[config.mk]
export PLATFORM = sky130hd
export DESIGN_NAME = pulse_period_tachometer_unit
export DESIGN_NICKNAME = d
export VERILOG_FILES = /design/src/ppt_pkg.sv /design/src/ppt_regs.sv /design/src/ppt_div.sv /design/src/pulse_period_tachometer_unit.sv
export VERILOG_INCLUDE_DIRS = /design/src /design/src/src
export SDC_FILE = /design/constraint.sdc
export NUM_CORES = 1
export LEC_CHECK = 0
export BUFFER_PORTS_ARGS = -buffer_cell sky130_fd_sc_hd__buf_2
export CAP_MARGIN = 20
export CORE_ASPECT_RATIO = 0.9
export CORE_MARGIN = 2
export CORE_UTILIZATION = 50
export DETAILED_ROUTE_END_ITERATION = 10
export PLACE_DENSITY = 0.67
export SYNTH_ARGS = -nofsm -noshare
export SYNTH_HDL_FRONTEND = slang
export SYNTH_SLANG_ARGS = --single-unit
[constraint.sdc]
create_clock -name clk_i -period 6.34 [get_ports clk_i]
set_clock_uncertainty 0.2 [all_clocks]
set_input_delay 0.951 -clock clk_i [delete_from_list [all_inputs] [get_ports clk_i]]
set_output_delay 0.951 -clock clk_i [all_outputs]
set_load 0.01 [all_outputs]
[src/pulse_period_tachometer_unit_macros.svh]
// Assertion macros shared by the tachometer RTL.
`ifndef PULSE_PERIOD_TACHOMETER_UNIT_MACROS_SVH
`define PULSE_PERIOD_TACHOMETER_UNIT_MACROS_SVH

// Check a property on every clock while out of reset.
`define PPT_ASSERT(name, prop, msg) \
  name: assert property (@(posedge clk_i) disable iff (!rst_ni) (prop)) else $error(msg);

// Check that a condition implies another in the same cycle.
`define PPT_ASSERT_IMP(name, ante, cons, msg) \
  name: assert property (@(posedge clk_i) disable iff (!rst_ni) (ante) |-> (cons)) \
    else $error(msg);

// Check that a condition implies another in the next cycle.
`define PPT_ASSERT_NXT(name, ante, cons, msg) \
  name: assert property (@(posedge clk_i) disable iff (!rst_ni) (ante) |=> (cons)) \
    else $error(msg);

`endif

[src/ppt_pkg.sv]
// Types and constants of the pulse period tachometer.
`default_nettype none

package ppt_pkg;

  localparam int CHANNELS  = 4;
  localparam int TIME_BITS = 40;

  localparam int CH_W     = (CHANNELS > 1) ? $clog2(CHANNELS) : 1;
  localparam int TIME_W   = TIME_BITS;
  localparam int SPEED_W  = 16;
  localparam int PPR_W    = 7;
  localparam int DT_W     = 26;
  localparam int QUOT_W   = 26;
  localparam int PROD_W   = DT_W + PPR_W;
  localparam int CNT_W    = $clog2(QUOT_W);
  localparam int APB_AW   = 3;
  localparam int APB_DW   = 32;

  localparam logic [QUOT_W-1:0]  US_PER_MINUTE = 26'd60000000;
  localparam logic [PPR_W-1:0]   PPR_RESET     = 7'd1;
  localparam logic [SPEED_W-1:0] CEIL_RESET    = 16'd6000;

  localparam logic REG_PPR  = 1'b0;
  localparam logic REG_CEIL = 1'b1;

  typedef struct packed {
    logic [CH_W-1:0]   channel;
    logic [TIME_W-1:0] time_us;
  } in_word_t;

  typedef struct packed {
    logic [CH_W-1:0]    out_channel;
    logic [SPEED_W-1:0] speed_rpm;
    logic               speed_valid;
  } out_word_t;

  typedef struct packed {
    logic [PPR_W-1:0]   edges_per_turn;
    logic [SPEED_W-1:0] rpm_ceiling;
  } cfg_t;

endpackage

`default_nettype wire

[src/ppt_regs.sv]
// APB configuration registers of the tachometer.
`default_nettype none

module ppt_regs import ppt_pkg::*; (
  input  logic              clk_i,
  input  logic              rst_ni,
  input  logic              psel,
  input  logic              penable,
  input  logic              pwrite,
  input  logic [APB_AW-1:0] paddr,
  input  logic [APB_DW-1:0] pwdata,
  output logic [APB_DW-1:0] prdata,
  output logic              pready,
  output cfg_t              cfg_o
);

  logic [PPR_W-1:0]   ppr_q;
  logic [SPEED_W-1:0] ceil_q;
  logic               wr_en;
  logic               reg_sel;

  assign pready  = 1'b1;
  assign wr_en   = psel & penable & pwrite;
  assign reg_sel = paddr[2];

  always_ff @(posedge clk_i or negedge rst_ni) begin
    if (!rst_ni) begin
      ppr_q  <= PPR_RESET;
      ceil_q <= CEIL_RESET;
    end else if (wr_en) begin
      case (reg_sel)
        REG_PPR:  ppr_q  <= pwdata[PPR_W-1:0];
        REG_CEIL: ceil_q <= pwdata[SPEED_W-1:0];
        default: ;
      endcase
    end
  end

  always_comb begin
    case (reg_sel)
      REG_PPR:  prdata = APB_DW'(ppr_q);
      REG_CEIL: prdata = APB_DW'(ceil_q);
      default:  prdata = '0;
    endcase
  end

  assign cfg_o.edges_per_turn = ppr_q;
  assign cfg_o.rpm_ceiling    = ceil_q;

endmodule

`default_nettype wire

[src/ppt_div.sv]
// Bit-serial restoring divider of one minute in microseconds by period times PPR.
`default_nettype none

`include "pulse_period_tachometer_unit_macros.svh"

module ppt_div import ppt_pkg::*; (
  input  logic              clk_i,
  input  logic              rst_ni,
  input  logic              start_i,
  input  logic [PROD_W-1:0] divisor_i,
  output logic              busy_o,
  output logic              done_o,
  output logic [QUOT_W-1:0] quot_o
);

  logic              busy_q;
  logic              done_q;
  logic [CNT_W-1:0]  cnt_q;
  logic [PROD_W-1:0] div_q;
  logic [PROD_W-1:0] rem_q;
  logic [QUOT_W-1:0] quot_q;
  logic [PROD_W:0]   rem_sh;
  logic [PROD_W:0]   trial;
  logic              ge;

  assign rem_sh = {rem_q, quot_q[QUOT_W-1]};
  assign ge     = rem_sh >= {1'b0, div_q};
  assign trial  = rem_sh - {1'b0, div_q};

  always_ff @(posedge clk_i or negedge rst_ni) begin
    if (!rst_ni) begin
      busy_q <= 1'b0;
      done_q <= 1'b0;
      cnt_q  <= '0;
    end else begin
      done_q <= !start_i && busy_q && (cnt_q == CNT_W'(QUOT_W - 1));
      if (start_i) begin
        busy_q <= 1'b1;
        cnt_q  <= '0;
      end else if (busy_q) begin
        cnt_q <= cnt_q + CNT_W'(1);
        if (cnt_q == CNT_W'(QUOT_W - 1)) begin
          busy_q <= 1'b0;
        end
      end
    end
  end

  always_ff @(posedge clk_i) begin
    if (start_i) begin
      div_q  <= divisor_i;
      rem_q  <= '0;
      quot_q <= US_PER_MINUTE;
    end else if (busy_q) begin
      rem_q  <= ge ? trial[PROD_W-1:0] : rem_sh[PROD_W-1:0];
      quot_q <= {quot_q[QUOT_W-2:0], ge};
    end
  end

  assign busy_o = busy_q;
  assign done_o = done_q;
  assign quot_o = quot_q;

  `PPT_ASSERT_NXT(a_start_busy, start_i, busy_q, "divider did not start")
  `PPT_ASSERT_IMP(a_done_after_busy, done_q, $past(busy_q) && !busy_q, "done without busy")
  `PPT_ASSERT_IMP(a_cnt_range, busy_q, cnt_q < CNT_W'(QUOT_W), "step count overrun")
  `PPT_ASSERT_IMP(a_no_restart, busy_q, !start_i, "start while busy")

endmodule

`default_nettype wire

[src/pulse_period_tachometer_unit.sv]
// Top level of the multi-channel pulse period tachometer.
`default_nettype none

`include "pulse_period_tachometer_unit_macros.svh"

// Multi-channel tachometer: each input word is one pulse (channel, microsecond timestamp)
// and yields one output word with the channel, the speed in rpm and a flag that is low on
// a channel's first pulse or on a channel index outside the configured count. Speed is
// floor(60000000 / (dt * edges_per_turn)), saturated at rpm_ceiling; a zero interval or
// a zero edges_per_turn gives the ceiling. A word that needs a division goes from the
// accepting cycle through classify and multiply, 26 steps of the one-bit-per-cycle
// divider, quotient capture and output load to a valid output; other words skip the
// divider. The input is not ready while a word is in work; a finished word waits in the
// output register, so the next input can be taken while it is still pending.
module pulse_period_tachometer_unit import ppt_pkg::*; (
  input  logic              clk_i,
  input  logic              rst_ni,
  input  logic              in_valid_i,
  output logic              in_ready_o,
  input  in_word_t          in_data_i,
  output logic              out_valid_o,
  input  logic              out_ready_i,
  output out_word_t         out_data_o,
  input  logic              psel,
  input  logic              penable,
  input  logic              pwrite,
  input  logic [APB_AW-1:0] paddr,
  input  logic [APB_DW-1:0] pwdata,
  output logic [APB_DW-1:0] prdata,
  output logic              pready
);

  localparam int IDX_W    = (CHANNELS > 1) ? $clog2(CHANNELS) : 1;
  localparam int DT_EXT_W = (TIME_BITS > DT_W) ? TIME_BITS : DT_W;

  localparam logic [1:0] ST_IDLE  = 2'd0;
  localparam logic [1:0] ST_CLASS = 2'd1;
  localparam logic [1:0] ST_DIV   = 2'd2;
  localparam logic [1:0] ST_FIN   = 2'd3;

  cfg_t cfg;

  logic [1:0]           state_q, state_d;
  logic [TIME_BITS-1:0] last_q [CHANNELS];
  logic [CHANNELS-1:0]  seen_q;
  logic [CH_W-1:0]      ch_q;
  logic [TIME_BITS-1:0] dt_q;
  logic                 prev_q;
  logic [SPEED_W-1:0]   speed_q, speed_d;
  logic                 valid_q, valid_d;
  logic                 out_valid_q;
  out_word_t            out_data_q;

  logic                 accept;
  logic                 ch_ok;
  logic [IDX_W-1:0]     idx;
  logic [TIME_BITS-1:0] now;
  logic [DT_EXT_W-1:0]  dt_ext;
  logic                 div_start;
  logic                 div_busy;
  logic                 div_done;
  logic [QUOT_W-1:0]    quot;
  logic [PROD_W-1:0]    divisor;
  logic                 load_out;

  ppt_regs u_regs (
    .clk_i   (clk_i),
    .rst_ni  (rst_ni),
    .psel    (psel),
    .penable (penable),
    .pwrite  (pwrite),
    .paddr   (paddr),
    .pwdata  (pwdata),
    .prdata  (prdata),
    .pready  (pready),
    .cfg_o   (cfg)
  );

  ppt_div u_div (
    .clk_i     (clk_i),
    .rst_ni    (rst_ni),
    .start_i   (div_start),
    .divisor_i (divisor),
    .busy_o    (div_busy),
    .done_o    (div_done),
    .quot_o    (quot)
  );

  assign in_ready_o = (state_q == ST_IDLE);
  assign accept     = in_valid_i & in_ready_o;
  assign ch_ok      = 32'(in_data_i.channel) < CHANNELS;
  assign idx        = IDX_W'(in_data_i.channel);
  assign now        = TIME_BITS'(in_data_i.time_us);
  assign dt_ext     = DT_EXT_W'(dt_q);
  assign divisor    = PROD_W'(dt_ext[DT_W-1:0]) * PROD_W'(cfg.edges_per_turn);
  assign load_out   = (state_q == ST_FIN) && (!out_valid_q || out_ready_i);

  always_ff @(posedge clk_i or negedge rst_ni) begin
    if (!rst_ni) begin
      seen_q <= '0;
      for (int i = 0; i < CHANNELS; i++) begin
        last_q[i] <= '0;
      end
    end else if (accept && ch_ok) begin
      seen_q[idx] <= 1'b1;
      last_q[idx] <= now;
    end
  end

  always_ff @(posedge clk_i) begin
    if (accept) begin
      ch_q   <= in_data_i.channel;
      dt_q   <= now - last_q[idx];
      prev_q <= ch_ok && seen_q[idx];
    end
  end

  always_comb begin
    state_d   = state_q;
    speed_d   = speed_q;
    valid_d   = valid_q;
    div_start = 1'b0;
    case (state_q)
      ST_IDLE: begin
        if (accept) begin
          state_d = ST_CLASS;
        end
      end
      ST_CLASS: begin
        state_d = ST_FIN;
        valid_d = prev_q;
        if (!prev_q) begin
          speed_d = '0;
        end else if (dt_q == '0 || cfg.edges_per_turn == '0) begin
          speed_d = cfg.rpm_ceiling;
        end else if (dt_ext > DT_EXT_W'(US_PER_MINUTE)) begin
          speed_d = '0;
        end else begin
          div_start = 1'b1;
          state_d   = ST_DIV;
        end
      end
      ST_DIV: begin
        if (div_done) begin
          state_d = ST_FIN;
          speed_d = (quot > QUOT_W'(cfg.rpm_ceiling)) ? cfg.rpm_ceiling : quot[SPEED_W-1:0];
        end
      end
      ST_FIN: begin
        if (load_out) begin
          state_d = ST_IDLE;
        end
      end
      default: state_d = ST_IDLE;
    endcase
  end

  always_ff @(posedge clk_i or negedge rst_ni) begin
    if (!rst_ni) begin
      state_q     <= ST_IDLE;
      out_valid_q <= 1'b0;
    end else begin
      state_q <= state_d;
      if (load_out) begin
        out_valid_q <= 1'b1;
      end else if (out_ready_i) begin
        out_valid_q <= 1'b0;
      end
    end
  end

  always_ff @(posedge clk_i) begin
    speed_q <= speed_d;
    valid_q <= valid_d;
    if (load_out) begin
      out_data_q.out_channel <= ch_q;
      out_data_q.speed_rpm   <= speed_q;
      out_data_q.speed_valid <= valid_q;
    end
  end

  assign out_valid_o = out_valid_q;
  assign out_data_o  = out_data_q;

  `PPT_ASSERT_IMP(a_ready_div_idle, in_ready_o, !div_busy, "input ready during division")
  `PPT_ASSERT_IMP(a_first_zero, out_valid_o && !out_data_o.speed_valid,
                  out_data_o.speed_rpm == '0, "speed on a first pulse")
  `PPT_ASSERT_IMP(a_done_in_div, div_done, state_q == ST_DIV, "division result out of place")
  `PPT_ASSERT_NXT(a_accept_class, accept, state_q == ST_CLASS, "accepted word not classified")

endmodule

`default_nettype wire
==> impl_metrics.env <==
export IMPL_status="completed"
export IMPL_vdd_drop_max_v=0.000515
export IMPL_cts_sinks=368
export IMPL_worst_slew_pin_slew_ns=1.14
export IMPL_vias=16900
export IMPL_r2r_slack_ns=0.35
export IMPL_critical_path_class="reg -> reg"
export IMPL_die_area_um2=51200
export IMPL_path_max_fanout=18
export IMPL_drt_wl_total_mm=53.3
export IMPL_dp_hpwl_mm=38.3
export IMPL_synth_top_family_by_area="adder cells"
export IMPL_grt_max_degree=111
export IMPL_crit_arrival_ns=6.08
export IMPL_syn_area_um2=24700
export IMPL_synth_area_leaders="dfrtp_1 (19%), edfxtp_1 (14%), fa_1 (9.8%), mux2_2 (8.4%), ha_1 (7.3%)"
export IMPL_die_w_um=238
export IMPL_synth_mux_area_fraction=0.138
export IMPL_critPathSlowestCell="dfrtp_1"
export IMPL_grt_setup_unrepaired="false"
export IMPL_vias_per_cell=5.58
export IMPL_fmax_ghz=0.167
export IMPL_synth_edff_count=112
export IMPL_cts_tree="done"
export IMPL_portBuffers=102
export IMPL_cts_max_level=2
export IMPL_routedWlPerCell_um=17.6
export IMPL_synth_cells=2281
export IMPL_cts_clk_slew_worst_paths_ns=0.06
export IMPL_synth_simple_area_share=0.114
export IMPL_cts_root_buf="clkbuf_16"
export IMPL_path_cells="and2_1 > fa_1 > fa_1 > fa_1 > inv_1 > fa_1 > inv_1 > ha_1 > a21o_1 > a21o_1 > a21o_1 > a221oi_1 > o32ai_1 > o31ai_1 > buf_4 > o21ai_0 > a21oi_1 > o21ai_0 > xor2_1"
export IMPL_grt_usage=0.212
export IMPL_grt_pass1_vias=17300
export IMPL_netlist_cell_type_count=76
export IMPL_synth_area_per_cell_um2=10.8
export IMPL_min_path_type="reg -> reg"
export IMPL_dr_pass1_iters=5
export IMPL_synth_compound_area_share=0.100
export IMPL_layout_commonest_cell="inv_1"
export IMPL_hold_ws_ns=0.217
export IMPL_row_count=77
export IMPL_drv_cap=0
export IMPL_fill_cells=4221
export IMPL_fin_crit_ns=5.99
export IMPL_num_io_pins=138
export IMPL_num_nets_final=2708
export IMPL_pwr_density_cell_nw_per_um2=616
export IMPL_synth_flop_cell="dfrtp_1"
export IMPL_async_reset_ff_frac=0.535
export IMPL_crit_top_cell="fa_1"
export IMPL_overflow=0
export IMPL_grt_pass1_wl_mm=88.9
export IMPL_design_core_area_um2=48900
export IMPL_p_total_mw=16.7
export IMPL_synth_area_leader_cell="dfrtp_1"
export IMPL_ant_nets=0
export IMPL_max_stage_delay_ns=0.62
export IMPL_synth_xor_area_share=0.0326
export IMPL_ys_seq_area_frac=0.384
export IMPL_finalCritPeriodShare=0.944
export IMPL_tns_ns=0
export IMPL_ys_ff_latch=368
export IMPL_fp_dieH_um=215
export IMPL_gp_congestion=0.880
export IMPL_drt_iter0_markers=953
export IMPL_leakagePower_nw=12.2
export IMPL_antenna_found_initial=5
export IMPL_yosys_warnings=0
export IMPL_setup_violations=0
export IMPL_clock_path_buffers=3
export IMPL_ctsHoldBuffers=0
export IMPL_end_kind="flop"
export IMPL_final_cell_mix="inv_1 (248), dfrtp_1 (187), mux2_2 (185)"
export IMPL_cp_start_kind="flop"
export IMPL_finalHoldViolCount=0
export IMPL_required_ns=6.43
export IMPL_synth_top_area_frac=0.192
export IMPL_drc=0
export IMPL_clk_latency_ns=0.57
export IMPL_drv_slew=0
export IMPL_cts_made_buffers=39
export IMPL_area_growth_syn_to_layout_pct=9.77
export IMPL_drive_above_1_share=0.189
export IMPL_slew_headroom=0.242
export IMPL_synth_fa_ha_area_frac=0.172
export IMPL_initial_core_util=0.505
## cells in the mapped netlist, types with 52 or more instances
library cell / instances
inv_1: 248
dfrtp_1: 189
mux2_2: 185
ha_1: 145
and2_1: 141
nand2_1: 139
fa_1: 121
edfxtp_1: 112
a21oi_1: 107
o21ai_0: 88
nor2_1: 86
clkbuf_1: 74
xnor2_1: 65
dfxtp_1: 59
a21o_1: 52
## layer usage
metal	track usage	vias to the layer above	share of wire
met3	0.0324	63	0.042
met5	0	-	0.00090
met1	0.296	8392	0.46
li1	-	8062	-
met4	0.0454	8	0.016
met2	0.350	332	0.48
## per-stage QoR
stage                     setup slack, ns  cell area, um^2  std cells   util
after floorplan                     0.553            24800       2296      -
after global placement              0.330            25800       2947  0.526
after detailed placement            0.215            25800       2947  0.526
after CTS                           0.184            27100       3017  0.553
after global routing               0.0699            27100       3020  0.554
final                               0.354            27100       3020  0.554
## area by class of cell
class                           instances  area (um^2)  area share
Multi-Input combinational cell       1570        13800       0.510
Tap cell                              632          791      0.0292
Clock inverter                         23          231     0.00854
Inverter                              248          931      0.0343
Clock buffer                           47         1070      0.0394
Antenna cell                            1         2.50   0.0000923
Timing Repair Buffer                  131          764      0.0282
Sequential cell                       368         9490       0.350
## kinds of logic (layout without fill, tap and decap cells)
family / count (synthesis) / count (layout)
flops: 368 / 368
other cells: 2 / 18
mux: 265 / 265
buf+inv: 358 / 449
fa+ha+maj: 266 / 266
simple gates: 545 / 545
xor+xnor: 92 / 92
compound gates: 385 / 385
## worst max-delay path, delay by kind of cell (launching register included)
kind                     cells  cell delay, ns
buffers and inverters        3            0.26
flip-flops                   1            0.62
AND/OR/NAND/NOR              1            0.28
adder cells (fa/ha/maj)      5            2.44
XOR/XNOR                     1            0.15
AO/OA/AOI/OAI                9            1.75
## final timing paths
kind,startpoint,to,cells after the start
max,u_regs.ppr_q[3]$_DFFE_PN0P_,u_div.div_q[29]$_DFFE_PP_,19
min,speed_q[8]$_DFFE_PP_,out_data_o[9]$_DFFE_PP_,0
max reg2reg,u_regs.ppr_q[3]$_DFFE_PN0P_,u_div.div_q[29]$_DFFE_PP_,19
min reg2reg,speed_q[8]$_DFFE_PP_,out_data_o[9]$_DFFE_PP_,0
max in group asynchronous,rst_ni,u_div.busy_o$_DFF_PN0_,2
min in group asynchronous,rst_ni,last_q[71]$_DFFE_PN0P_,1
## state kept, by name, summed over array words and instances, names as in the netlist
register,cells
u_div.cnt_q,5
u_div.busy_o,1
u_regs.ceil_q,16
u_regs.ppr_q,7
dt_ext,40
u_div.quot_o,26
u_div.div_q,33
last_q,160
ch_q,2
prev_q,1
out_data_o,19
seen_q,4
u_div.rem_q,33
valid_q,1
out_valid_o,1
speed_q,16
state_q,2
u_div.done_o,1
## timing repair
item,4_1_cts,5_1_grt
resized for setup,0,2
setup endpoints to repair,0,2
setup buffers,0,0
endpoints found under the hold margin,0,0
## where the power goes
part           switching, mW  leakage (nW)  internal, mW  total (mW)
Sequential             0.501          3.90          3.81        4.31
Clock                  0.975         0.636          1.34        2.31
Combinational           5.53          7.68          4.56        10.1
Total                   7.00          12.2          9.71        16.7
No activity file was read; power rests on OpenSTA's default activity.
